### src/rtl/dltq_pkg.sv
package dltq_pkg;

    localparam int QUEUE_DEPTH = 16;
    localparam int TICK_BITS   = 16;
    localparam int MAX_RESULTS = 16;

    localparam int IDX_W   = $clog2(QUEUE_DEPTH);
    localparam int CNT_W   = $clog2(QUEUE_DEPTH + 1);
    localparam int FIRE_W  = $clog2(MAX_RESULTS + 1);
    localparam int ENTRY_W = TICK_BITS + 8;

    typedef logic [IDX_W-1:0]     idx_t;
    typedef logic [CNT_W-1:0]     cnt_t;
    typedef logic [FIRE_W-1:0]    fire_t;
    typedef logic [TICK_BITS-1:0] tick_t;

    typedef struct packed {
        tick_t      delta;
        logic [7:0] id;
    } entry_t;

    localparam logic REQ_INSERT = 1'b0;
    localparam logic REQ_TICK   = 1'b1;

    localparam logic [1:0] KIND_ACCEPT = 2'd0;
    localparam logic [1:0] KIND_REJECT = 2'd1;
    localparam logic [1:0] KIND_FIRED  = 2'd2;

    localparam logic [32:0] TICK_MAX = (33'd1 << TICK_BITS) - 33'd1;

    // clamp a 16-bit request delay to what the store can hold
    function automatic tick_t sat_delay(logic [15:0] d);
        logic [32:0] w;
        w = 33'(d);
        if (w > TICK_MAX) begin
            w = TICK_MAX;
        end
        return tick_t'(w);
    endfunction

    // ring position of the entry at logical offset off from the head
    function automatic idx_t phys_addr(idx_t head, cnt_t off);
        logic [CNT_W:0] s;
        s = (CNT_W+1)'(head) + (CNT_W+1)'(off);
        if (s >= (CNT_W+1)'(QUEUE_DEPTH)) begin
            s = s - (CNT_W+1)'(QUEUE_DEPTH);
        end
        return idx_t'(s);
    endfunction

endpackage

### src/rtl/dltq_ram.sv
module dltq_ram #(
    parameter int WIDTH = 8,
    parameter int DEPTH = 16
) (
    input  logic                     clk,
    input  logic                     wr_en,
    input  logic [$clog2(DEPTH)-1:0] wr_addr,
    input  logic [WIDTH-1:0]         wr_data,
    input  logic                     rd_en,
    input  logic [$clog2(DEPTH)-1:0] rd_addr,
    output logic [WIDTH-1:0]         rd_data
);

    logic [WIDTH-1:0] mem [DEPTH];

    always_ff @(posedge clk) begin
        if (wr_en) begin
            mem[wr_addr] <= wr_data;
        end
        if (rd_en) begin
            rd_data <= mem[rd_addr];
        end
    end

endmodule

### src/rtl/delta_list_timer_queue.sv
// Delta-list timer queue. Entries live in a ring buffer in one RAM, each holding an event id
// and its delay relative to the entry ahead of it. One item is worked at a time; s_tready is
// high only while the queue controller is idle. An insert walks the RAM one entry a cycle to
// find the slot, then moves the later entries up one a cycle. A full queue answers with a
// reject. A tick fires at most 16 events; each fired result waits until the entry behind it
// has been read back from the RAM, which shows whether that result is the last. Stalls on
// the result channel hold the controller while a result waits; one finished result may wait
// in the output register while the next item is taken.
module delta_list_timer_queue (
    input  logic        aclk,
    input  logic        aresetn,
    input  logic        s_tvalid,
    output logic        s_tready,
    input  logic [23:0] s_tdata,  // delay_ticks[15:0], event_id[23:16]
    input  logic        s_tuser,  // req_type
    output logic        m_tvalid,
    input  logic        m_tready,
    output logic [15:0] m_tdata,  // fired_event[7:0], pending_count[12:8], zero[15:13]
    output logic [1:0]  m_tuser,  // result_kind
    output logic        m_tlast   // last
);

    typedef enum logic [7:0] {
        ST_IDLE   = 8'b0000_0001,
        ST_SEARCH = 8'b0000_0010,
        ST_SHIFT  = 8'b0000_0100,
        ST_PLACE  = 8'b0000_1000,
        ST_REPLY  = 8'b0001_0000,
        ST_TICK   = 8'b0010_0000,
        ST_FIRE   = 8'b0100_0000,
        ST_LAST   = 8'b1000_0000
    } state_t;

    state_t            state_reg, state_next;
    dltq_pkg::idx_t    head_reg, head_next;
    dltq_pkg::cnt_t    count_reg, count_next;
    dltq_pkg::cnt_t    pos_reg, pos_next;
    dltq_pkg::cnt_t    sh_reg, sh_next;
    dltq_pkg::tick_t   rem_reg, rem_next;
    logic [7:0]        id_reg, id_next;
    logic [7:0]        pend_id_reg, pend_id_next;
    dltq_pkg::cnt_t    pend_cnt_reg, pend_cnt_next;
    dltq_pkg::fire_t   fired_reg, fired_next;

    logic              m_valid_reg;
    logic [1:0]        m_kind_reg;
    logic [7:0]        m_id_reg;
    logic [4:0]        m_cnt_reg;
    logic              m_last_reg;

    logic              emit;
    logic [1:0]        emit_kind;
    logic [7:0]        emit_id;
    dltq_pkg::cnt_t    emit_cnt;
    logic              emit_last;

    logic              rd_en, wr_en;
    dltq_pkg::idx_t    rd_addr, wr_addr;
    dltq_pkg::entry_t  wr_entry, rd_entry;
    logic [dltq_pkg::ENTRY_W-1:0] rd_data;

    logic              slot_free;
    dltq_pkg::cnt_t    cnt_less;
    dltq_pkg::fire_t   fired_inc;

    dltq_ram #(
        .WIDTH(dltq_pkg::ENTRY_W),
        .DEPTH(dltq_pkg::QUEUE_DEPTH)
    ) u_ram (
        .clk    (aclk),
        .wr_en  (wr_en),
        .wr_addr(wr_addr),
        .wr_data(wr_entry),
        .rd_en  (rd_en),
        .rd_addr(rd_addr),
        .rd_data(rd_data)
    );

    assign rd_entry  = dltq_pkg::entry_t'(rd_data);
    assign slot_free = !m_valid_reg || m_tready;
    assign cnt_less  = count_reg - dltq_pkg::cnt_t'(1);
    assign fired_inc = fired_reg + dltq_pkg::fire_t'(1);

    assign s_tready = (state_reg == ST_IDLE);
    assign m_tvalid = m_valid_reg;
    assign m_tuser  = m_kind_reg;
    assign m_tlast  = m_last_reg;
    assign m_tdata  = {3'b000, m_cnt_reg, m_id_reg};

    always_comb begin
        state_next    = state_reg;
        head_next     = head_reg;
        count_next    = count_reg;
        pos_next      = pos_reg;
        sh_next       = sh_reg;
        rem_next      = rem_reg;
        id_next       = id_reg;
        pend_id_next  = pend_id_reg;
        pend_cnt_next = pend_cnt_reg;
        fired_next    = fired_reg;
        rd_en         = 1'b0;
        rd_addr       = head_reg;
        wr_en         = 1'b0;
        wr_addr       = head_reg;
        wr_entry      = '0;
        emit          = 1'b0;
        emit_kind     = dltq_pkg::KIND_ACCEPT;
        emit_id       = id_reg;
        emit_cnt      = count_reg;
        emit_last     = 1'b1;

        case (state_reg)
            ST_IDLE: begin
                if (s_tvalid) begin
                    if (s_tuser == dltq_pkg::REQ_INSERT) begin
                        id_next  = s_tdata[23:16];
                        rem_next = dltq_pkg::sat_delay(s_tdata[15:0]);
                        pos_next = '0;
                        if (count_reg == dltq_pkg::cnt_t'(dltq_pkg::QUEUE_DEPTH)) begin
                            state_next = ST_REPLY;
                        end else if (count_reg == '0) begin
                            state_next = ST_PLACE;
                        end else begin
                            rd_en      = 1'b1;
                            state_next = ST_SEARCH;
                        end
                    end else if (count_reg != '0) begin
                        rd_en      = 1'b1;
                        state_next = ST_TICK;
                    end
                end
            end
            ST_SEARCH: begin
                // rd_entry is the entry at pos_reg; advance past every entry due no later
                if (rd_entry.delta <= rem_reg) begin
                    rem_next = rem_reg - rd_entry.delta;
                    pos_next = pos_reg + dltq_pkg::cnt_t'(1);
                    if (pos_next < count_reg) begin
                        rd_en   = 1'b1;
                        rd_addr = dltq_pkg::phys_addr(head_reg, pos_next);
                    end else begin
                        state_next = ST_PLACE;
                    end
                end else begin
                    sh_next    = cnt_less;
                    rd_en      = 1'b1;
                    rd_addr    = dltq_pkg::phys_addr(head_reg, cnt_less);
                    state_next = ST_SHIFT;
                end
            end
            ST_SHIFT: begin
                // move entry sh_reg up one slot; the one displaced by the insert loses rem
                wr_en          = 1'b1;
                wr_addr        = dltq_pkg::phys_addr(head_reg, sh_reg + dltq_pkg::cnt_t'(1));
                wr_entry.id    = rd_entry.id;
                wr_entry.delta = (sh_reg == pos_reg) ? rd_entry.delta - rem_reg
                                                     : rd_entry.delta;
                if (sh_reg == pos_reg) begin
                    state_next = ST_PLACE;
                end else begin
                    sh_next    = sh_reg - dltq_pkg::cnt_t'(1);
                    rd_en      = 1'b1;
                    rd_addr    = dltq_pkg::phys_addr(head_reg, sh_next);
                end
            end
            ST_PLACE: begin
                if (slot_free) begin
                    wr_en          = 1'b1;
                    wr_addr        = dltq_pkg::phys_addr(head_reg, pos_reg);
                    wr_entry.delta = rem_reg;
                    wr_entry.id    = id_reg;
                    count_next     = count_reg + dltq_pkg::cnt_t'(1);
                    emit           = 1'b1;
                    emit_cnt       = count_next;
                    state_next     = ST_IDLE;
                end
            end
            ST_REPLY: begin
                if (slot_free) begin
                    emit       = 1'b1;
                    emit_kind  = dltq_pkg::KIND_REJECT;
                    state_next = ST_IDLE;
                end
            end
            ST_TICK: begin
                if (rd_entry.delta > dltq_pkg::tick_t'(1)) begin
                    wr_en          = 1'b1;
                    wr_entry.delta = rd_entry.delta - dltq_pkg::tick_t'(1);
                    wr_entry.id    = rd_entry.id;
                    state_next     = ST_IDLE;
                end else begin
                    pend_id_next  = rd_entry.id;
                    head_next     = dltq_pkg::phys_addr(head_reg, dltq_pkg::cnt_t'(1));
                    count_next    = cnt_less;
                    pend_cnt_next = cnt_less;
                    fired_next    = dltq_pkg::fire_t'(1);
                    if (cnt_less == '0
                        || fired_next == dltq_pkg::fire_t'(dltq_pkg::MAX_RESULTS)) begin
                        state_next = ST_LAST;
                    end else begin
                        rd_en      = 1'b1;
                        rd_addr    = head_next;
                        state_next = ST_FIRE;
                    end
                end
            end
            ST_FIRE: begin
                // rd_entry is the new head; it decides whether the held result is the last
                if (slot_free) begin
                    emit      = 1'b1;
                    emit_kind = dltq_pkg::KIND_FIRED;
                    emit_id   = pend_id_reg;
                    emit_cnt  = pend_cnt_reg;
                    emit_last = (rd_entry.delta != '0);
                    if (rd_entry.delta == '0) begin
                        pend_id_next  = rd_entry.id;
                        head_next     = dltq_pkg::phys_addr(head_reg, dltq_pkg::cnt_t'(1));
                        count_next    = cnt_less;
                        pend_cnt_next = cnt_less;
                        fired_next    = fired_inc;
                        if (cnt_less == '0
                            || fired_inc == dltq_pkg::fire_t'(dltq_pkg::MAX_RESULTS)) begin
                            state_next = ST_LAST;
                        end else begin
                            rd_en   = 1'b1;
                            rd_addr = head_next;
                        end
                    end else begin
                        state_next = ST_IDLE;
                    end
                end
            end
            ST_LAST: begin
                if (slot_free) begin
                    emit       = 1'b1;
                    emit_kind  = dltq_pkg::KIND_FIRED;
                    emit_id    = pend_id_reg;
                    emit_cnt   = pend_cnt_reg;
                    state_next = ST_IDLE;
                end
            end
            default: begin
                state_next = ST_IDLE;
            end
        endcase
    end

    always_ff @(posedge aclk) begin
        if (!aresetn) begin
            state_reg   <= ST_IDLE;
            head_reg    <= '0;
            count_reg   <= '0;
            m_valid_reg <= 1'b0;
        end else begin
            state_reg <= state_next;
            head_reg  <= head_next;
            count_reg <= count_next;
            if (emit) begin
                m_valid_reg <= 1'b1;
            end else if (m_tready) begin
                m_valid_reg <= 1'b0;
            end
        end
    end

    always_ff @(posedge aclk) begin
        pos_reg      <= pos_next;
        sh_reg       <= sh_next;
        rem_reg      <= rem_next;
        id_reg       <= id_next;
        pend_id_reg  <= pend_id_next;
        pend_cnt_reg <= pend_cnt_next;
        fired_reg    <= fired_next;
        if (emit) begin
            m_kind_reg <= emit_kind;
            m_id_reg   <= emit_id;
            m_cnt_reg  <= 5'(emit_cnt);
            m_last_reg <= emit_last;
        end
    end

endmodule

### config.mk
export PLATFORM = sky130hd
export DESIGN_NAME = delta_list_timer_queue
export DESIGN_NICKNAME = d
export VERILOG_FILES = /design/src/rtl/dltq_pkg.sv /design/src/rtl/dltq_ram.sv /design/src/rtl/delta_list_timer_queue.sv
export SDC_FILE = /design/constraint.sdc
export NUM_CORES = 1
export LEC_CHECK = 0
export ABC_AREA = 1
export BUFFER_PORTS_ARGS = -buffer_cell sky130_fd_sc_hd__buf_2
export CAP_MARGIN = 20
export CORE_MARGIN = 2
export CORE_UTILIZATION = 35
export DETAILED_ROUTE_END_ITERATION = 8
export GPL_ROUTABILITY_DRIVEN = 1
export SYNTH_ARGS = -nofsm -noshare
export SYNTH_HDL_FRONTEND = slang
export SYNTH_SLANG_ARGS = --single-unit
export TNS_END_PERCENT = 30
### constraint.sdc
create_clock -name aclk -period 5.5 [get_ports aclk]
set_input_delay 1.1 -clock aclk [delete_from_list [all_inputs] [get_ports aclk]]
set_output_delay 1.1 -clock aclk [all_outputs]
set_load 0.02 [all_outputs]
Word level (Yosys, flattened, before mapping)
Memories as Yosys holds them, arrays and structs flattened. A register that Yosys moved wholly into a read port is not among the register bits.
Cells that the tools add are included.
{"block": "classes", "addsub": 21, "multipliers": 0, "div_mod_pow": 0, "order_cmp": 9, "eq_ne": 24, "shifts": 0, "mux": 94, "bitwise": 1, "n_reduce_logical": 23}
{"op": "8-bit two-way mux", "count": 17}
{"op": "4-bit two-way mux", "count": 19}
{"op": "24-bit one-hot mux with 3 select lines", "count": 1}
{"op": "5-bit two-way mux", "count": 14}
{"op": "16-bit two-way mux", "count": 4}
{"op": "5-bit one-hot mux with 2 select lines", "count": 5}
{"op": "24-bit two-way mux", "count": 2}
{"op": "8-bit one-hot mux with 6 select lines", "count": 1}
{"op": "16-bit one-hot mux with 2 select lines", "count": 1}
{"op": "16-bit subtractor", "count": 2}
{"op": "4-bit by 5-bit adder with 6-bit output", "count": 5}
{"op": "6-bit by 5-bit >= comparator with 1-bit output, second input constant", "count": 5}
{"op": "4-bit by 1-bit subtractor with 4-bit output, second input constant", "count": 6}
{"op": "1-bit two-way mux", "count": 21}
{"op": "5-bit by 1-bit adder with 5-bit output, second input constant", "count": 4}
{"op": "2-bit != test, second input constant", "count": 9}
{"op": "16-bit by 1-bit > comparator with 1-bit output, second input constant", "count": 1}
{"op": "16-bit <= comparator", "count": 1}
{"op": "16-bit logical NOT", "count": 1}
{"op": "4-bit one-hot mux with 2 select lines", "count": 2}
{"op": "4-bit one-hot mux with 4 select lines", "count": 1}
{"op": "8-bit one-hot mux with 2 select lines", "count": 1}
{"op": "16-bit nonzero test", "count": 1}
{"op": "16-bit by 1-bit subtractor with 16-bit output, second input constant", "count": 1}
{"op": "36 further kinds", "count": 47}
{"block": "word_totals", "register_bits": 86, "latchBits": 0, "mem_bits_rw": 384, "romBits": 0, "inputBits": 29, "output_inout_bits": 21, "word_cells": 188, "memories": 1}
{"memory": "u_ram.mem", "depth": 16, "width": 24, "rd": 1, "rd_ports_with_merged_regs": 1, "wr": 1, "line_no": "dltq_ram.sv:14", "rtl": "logic [WIDTH-1:0] mem [DEPTH];"}

Longest topological paths before layout
{"block": "depth", "depth_word": 7, "ltp_mapped": 24, "ltp_nobuf": 22}

Modules after synthesis
Synthesis repeated with hierarchy kept, for this count alone.
{"block": "unflattened", "hier_cells": 2675, "hier_area_um2": 25054.0}
{"module": "dltq_ram", "n_inst": 1, "cells_per_inst": 1597, "area_each_um2": 17191.5, "seq_area_each_um2": 12251.8}
{"module": "delta_list_timer_queue", "n_inst": 1, "cells_per_inst": 1078, "area_each_um2": 7862.5, "seq_area_each_um2": 2402.3}

Worst setup path before layout
No wires, ideal clock.
{"block": "synth_path", "path_kind": "register -> register", "start": "reg pos_reg[0]", "end": "reg u_ram.rd_data[0], read port of u_ram.mem, enable pin", "setup_time_ns": 0.438, "arrival_ns": 3.676, "setup_slack_ns": 1.386, "stages_incl_launch_ff": 15, "n_path_buf": 0, "synth_period_minus_slack_ns": 4.114, "path_cell_list": "edfxtp_1 -> ha_1 -> nand2_1 -> inv_1 -> nand2_1 -> xor2_1 -> inv_1 -> ha_1 -> nand2_1 -> nor2_1 -> o21ai_0 -> nand4_1 -> inv_1 -> nor2_2 -> o21ai_0"}
{"item": "from (decl)", "line_no": "delta_list_timer_queue.sv:37", "rtl": "dltq_pkg::cnt_t pos_reg, pos_next;"}
{"item": "from (signal assigned)", "line_no": "delta_list_timer_queue.sv:267", "rtl": "pos_reg <= pos_next;"}
{"item": "5-bit by 1-bit adder with 5-bit output", "line_no": "delta_list_timer_queue.sv:137", "rtl": "pos_next = pos_reg + dltq_pkg::cnt_t'(1);"}
{"item": "5-bit < comparator", "line_no": "delta_list_timer_queue.sv:138", "rtl": "if (pos_next < count_reg) begin"}
{"item": "1-bit two-way mux", "line_no": "delta_list_timer_queue.sv:138"}
{"item": "1-bit two-way mux", "line_no": "delta_list_timer_queue.sv:135", "rtl": "if (rd_entry.delta <= rem_reg) begin"}
{"item": "1-bit one-hot mux with 5 select lines *", "line_no": "delta_list_timer_queue.sv:112", "rtl": "case (state_reg)"}
{"item": "net rd_en", "line_no": "delta_list_timer_queue.sv:57", "rtl": "logic rd_en, wr_en;"}
{"item": "to (decl)", "line_no": "dltq_ram.sv:11", "rtl": "output logic [WIDTH-1:0] rd_data"}
Mark *: on every way through the listed nets, which the timed path passes. The rest lies on a longest branch.
A chain may end at the register's enable or synchronous reset.

Final worst setup path
{"block": "layout_path", "start": "reg pos_reg[0]", "end": "reg u_ram.rd_data[5], read port of u_ram.mem (data pin)"}
{"block": "layout_via", "elab_chain_len": 7}
{"item": "5-bit by 1-bit adder with 5-bit output", "line_no": "delta_list_timer_queue.sv:137"}
{"item": "4-bit by 5-bit adder with 6-bit output", "line_no": "dltq_pkg.sv:44", "rtl": "s = (CNT_W+1)'(head) + (CNT_W+1)'(off);"}
{"item": "6-bit by 5-bit >= comparator with 1-bit output / 4-bit by 1-bit subtractor with 4-bit output (equally long branches)", "line_no": "dltq_pkg.sv:45, dltq_pkg.sv:46"}
{"item": "4-bit two-way mux", "line_no": "dltq_pkg.sv:45", "rtl": "if (s >= (CNT_W+1)'(QUEUE_DEPTH)) begin"}
{"item": "4-bit two-way mux", "line_no": "delta_list_timer_queue.sv:138"}
{"item": "4-bit two-way mux", "line_no": "delta_list_timer_queue.sv:135"}
{"item": "4-bit one-hot mux with 4 select lines", "line_no": "delta_list_timer_queue.sv:112"}
Parallel ways exist; a longest one is shown, timed or not.

==> results.md <==
Finish:
- The number of flip-flops in the largest register is 384.
- Leaving out fill and tap cells, the most frequent cell in the layout is nand3_1.
- In the final layout, the share of cells above drive strength 1 is 9.967%.
- At the end of the flow, the number of nets in the layout was 2754.
- The multi-input logic area is 0.008457 mm^2.
- The number of standard cells in the final layout excluding fillers is 3649.
- The antenna diode count is 0.
- Summing all flip-flop and latch instances after layout gives 0.01465 mm^2.
- Fill cells in the final layout number roughly 7000.
- In the layout the commonest cells are nand3_1 (480), edfxtp_1 (476), nand2_1 (445).
- From synthesis to final layout, the design area changed by 13.25%.

Routing:
- After detailed routing, the number of remaining DRC violations is 0.
- Detailed routing inserted a total of 18460 vias.
- After detailed routing, the average wire length per cell comes to 18.65 um.
- In this run the remaining antenna-violating nets after routing total 0.
- The number of violations reported at the end of detailed-routing iteration 0 is 1796.
- The total detailed-routing wirelength is 68050 um.
- The first TritonRoute pass finished after 8 iterations.
- The vias per cell is 5.059.

Clock network:
- The number of buffers inserted by hold repair at cts is 0.
- The number of gates resized after CTS is 0.
- The clock insertion delay at the later pin of the skew report is 620 ps.
- The number of clock buffers inserted by TritonCTS is 53.
- After clock tree synthesis, the clock-pin slew on the worst setup and hold paths is around 60 ps.
- The number of post-CTS setup repair buffers is 0.
- In this run the clock root is driven by a clkbuf_16.
- The clock tree buffer depth is 3.
- The tree built by TritonCTS fans out to slightly below 500 sinks.
- TritonCTS built the clock tree.
- The H-tree was split into 2 levels.

GRT:
- The total congestion overflow is 0.
- The maximum number of pins on one net before global-route repair is a little under 200.
- The initial antenna violation count is 0.
- The number of global-route vias before repair is 17610.
- The first global-routing pass estimated 106000 um of wire.
- Global routing used a little under a fifth of the available tracks across all layers.

Place:
- At the end of routability-driven placement, the weighted congestion stood at between 0.8 and 0.9.
- In this run, placement finished with an instance count of 3553.
- The detailed-placement wirelength estimate is around 42000 um.
- The count of port buffers added during placement is 46.

Synth:
- Dividing the synthesized area by the synthesized cell count gives 9.653 um^2.
- After synthesis, the share of flip-flops with an asynchronous set or reset is 0%.
- The Yosys step of the flow raised 0 warnings.
- The synthesized instance count is about 2600.
- In this run, distinct cell masters in the synthesized netlist total 48.
- The mapped cell area is around 0.025 mm^2.
- The number of flip-flops and latches in the synthesized netlist is 494.
- For this run, the leading register cell type out of synthesis is edfxtp_1.
- In this run, synthesis inferred 476 flip-flops with an integrated enable.
- The proportion of synthesized chip area in sequential cells is 58.10%.

Min path:
- The worst hold path depth is 0.
- The hold path startpoint is u_ram.rd_data[3]$_DFFE_PP_.
- The classification of the worst-slack hold path is flip-flop to flip-flop.

Pwr:
- The power per cell area is 421.6 mW/mm^2.
- For this design the static power due to leakage is 11.84 nW.
- IR analysis of the VDD net gives a maximum drop of ~0.00027 V.

Flow run:
- Across the run, the number of max-cap violations was 0.

Die:
- In this run the standard cell core region covers 0.07136 mm^2.
- The starting density of the core is 35.35%.
- In this run the horizontal extent of the chip is 272.5 um.
- The number of top-level pins is 50.
- The chip height is approximately 270 um.
- The full die area is between 0.07 and 0.08 mm^2.
- The number of cell rows is 98.

Critical path:
- The maximum fanout along the worst path is 84.
- The sort of element at the end of the critical path is a flip-flop.
- The startpoint class of the critical path is a flip-flop.
- STA puts the critical path data required time at about 6000 ps.
- The cell count of the worst reg-to-reg path is 22.
- In this run the worst setup path begins at pos_reg[0]$_SDFFCE_PN0P_.
- The startpoint identified for the worst register-to-register timing path is pos_reg[0]$_SDFFCE_PN0P_.
- Data on the critical path arrives at its endpoint at 4990 ps.
- The worst setup path category is flip-flop to flip-flop.

Timing:
- The achievable clock frequency is 0.2158 GHz.
- The number of endpoints with negative hold slack in the final report was 0.
- The transition at the pin with the smallest max-transition slack is 1062 ps.
- The setup total negative slack is 0 ps.
- The max-slew violation count was 0.
- For the final database, setup skew stands at approximately 28 ps.
- The number of endpoints failing setup at the final stage is 0.
- The clock period minus final worst setup slack is 4635 ps.
- Measured against its own limit, the worst slew margin works out to 29.19%.
- The final critical path takes up 84.27% of the cycle.
- Setup repair after global routing left no endpoint under its margin.

Status:
- The run finished with clean final reports.
==> cell families (layout without fill, tap and decap cells) <==
kind of cell,Yosys count,count (layout),synth area share (%)
flops,494,494,58.10
simple gates,1176,1176,21.89
buf+inv,575,659,9.191
fa+ha+maj,67,67,3.532
compound gates,252,252,5.605
other cells,1,3,0.01487
xor+xnor,48,48,1.667
==> critical path: stages (launching register included) <==
cell and delay (ps):
edfxtp_1 510, ha_1 270, nand2_1 60, inv_1 60, nand2_1 70, xor2_1 190
inv_1 70, ha_1 280, nand2_1 70, nor2_1 40, o21ai_0 70, nand4_1 270
inv_1 190, nand3_1 90, nand3_1 130, nand3_4 440, nand2_8 650, buf_4 410
nand2_1 80, nand3_1 80, nand3_1 100, nand3_1 120, nand2_1 60
==> through the flow <==
step	power, W	area (um^2)	util [%]	hold WS (ps)	setup WS (ps)
floorplan	0.007321	25230	-	419.5	1386
global placement	0.008362	26760	37.50	452.7	927.4
detailed placement	0.008382	26760	37.50	449.9	881.6
CTS	0.01210	28570	40.03	464.0	881.5
global route	0.01271	28570	40.03	471.7	413.3
finish	0.01204	28570	40.03	458.7	865.0
==> cell type report <==
type / instances / share of cell area [%]
timing repair buffer: 110 / 2.663
clock buffer: 63 / 4.774
tap: 950 / 4.161
sequential: 494 / 51.30
inverter: 453 / 5.952
multi-input combinational: 1546 / 29.60
clock inverter: 33 / 1.546
==> layer usage <==
| layer | vias to the layer above | GRT usage, % | routed length [um] | share of wire (%) |
|---|---|---|---|---|
| li1 | 8898 | - | - | - |
| met1 | 8894 | 25.61 | 30390 | 45 |
| met2 | 559 | 29.85 | 31850 | 47 |
| met3 | 110 | 2.680 | 4328 | 6.4 |
| met4 | 0 | 4.569 | 1477 | 2.2 |
| met5 | - | 0 | 0 | 0 |
==> synthesized netlist by cell type (14+ instances only) <==
| cell | number | area, um^2 |
|---|---|---|
| nand2_1 | 445 | 1670 |
| a21oi_1 | 74 | 370.4 |
| buf_4 | 14 | 105.1 |
| dfxtp_1 | 18 | 360.4 |
| clkbuf_1 | 37 | 138.9 |
| o21ai_0 | 119 | 595.6 |
| ha_1 | 60 | 750.7 |
| nor2_2 | 15 | 93.84 |
| inv_2 | 19 | 71.32 |
| nand3_1 | 480 | 2402 |
| xor2_1 | 35 | 306.5 |
| nor2_1 | 102 | 382.9 |
| inv_1 | 431 | 1618 |
| edfxtp_1 | 476 | 14290 |
| o211ai_1 | 14 | 105.1 |
| nand3b_1 | 76 | 570.6 |
| buf_2 | 62 | 310.3 |
==> path summary, 6_finish.rpt <==
| path | end | slack [ps] |
|---|---|---|
| setup reg to reg | u_ram.rd_data[5]$_DFFE_PP_ | 870 |
| hold / removal | pend_id_reg[3]$_DFFE_PP_ | 460 |
| setup / recovery | u_ram.rd_data[5]$_DFFE_PP_ | 870 |
| hold reg to reg | pend_id_reg[3]$_DFFE_PP_ | 460 |
==> report_power, final <==
| part | switching, W | internal [W] | leakage, nW |
|---|---|---|---|
| sequential | 0.000161 | 0.00448 | 4.40 |
| combinational | 0.00261 | 0.00108 | 6.56 |
| clock | 0.00151 | 0.00220 | 0.881 |
| total | 0.00428 | 0.00776 | 11.8 |
No activity file was read; power rests on OpenSTA's default activity.
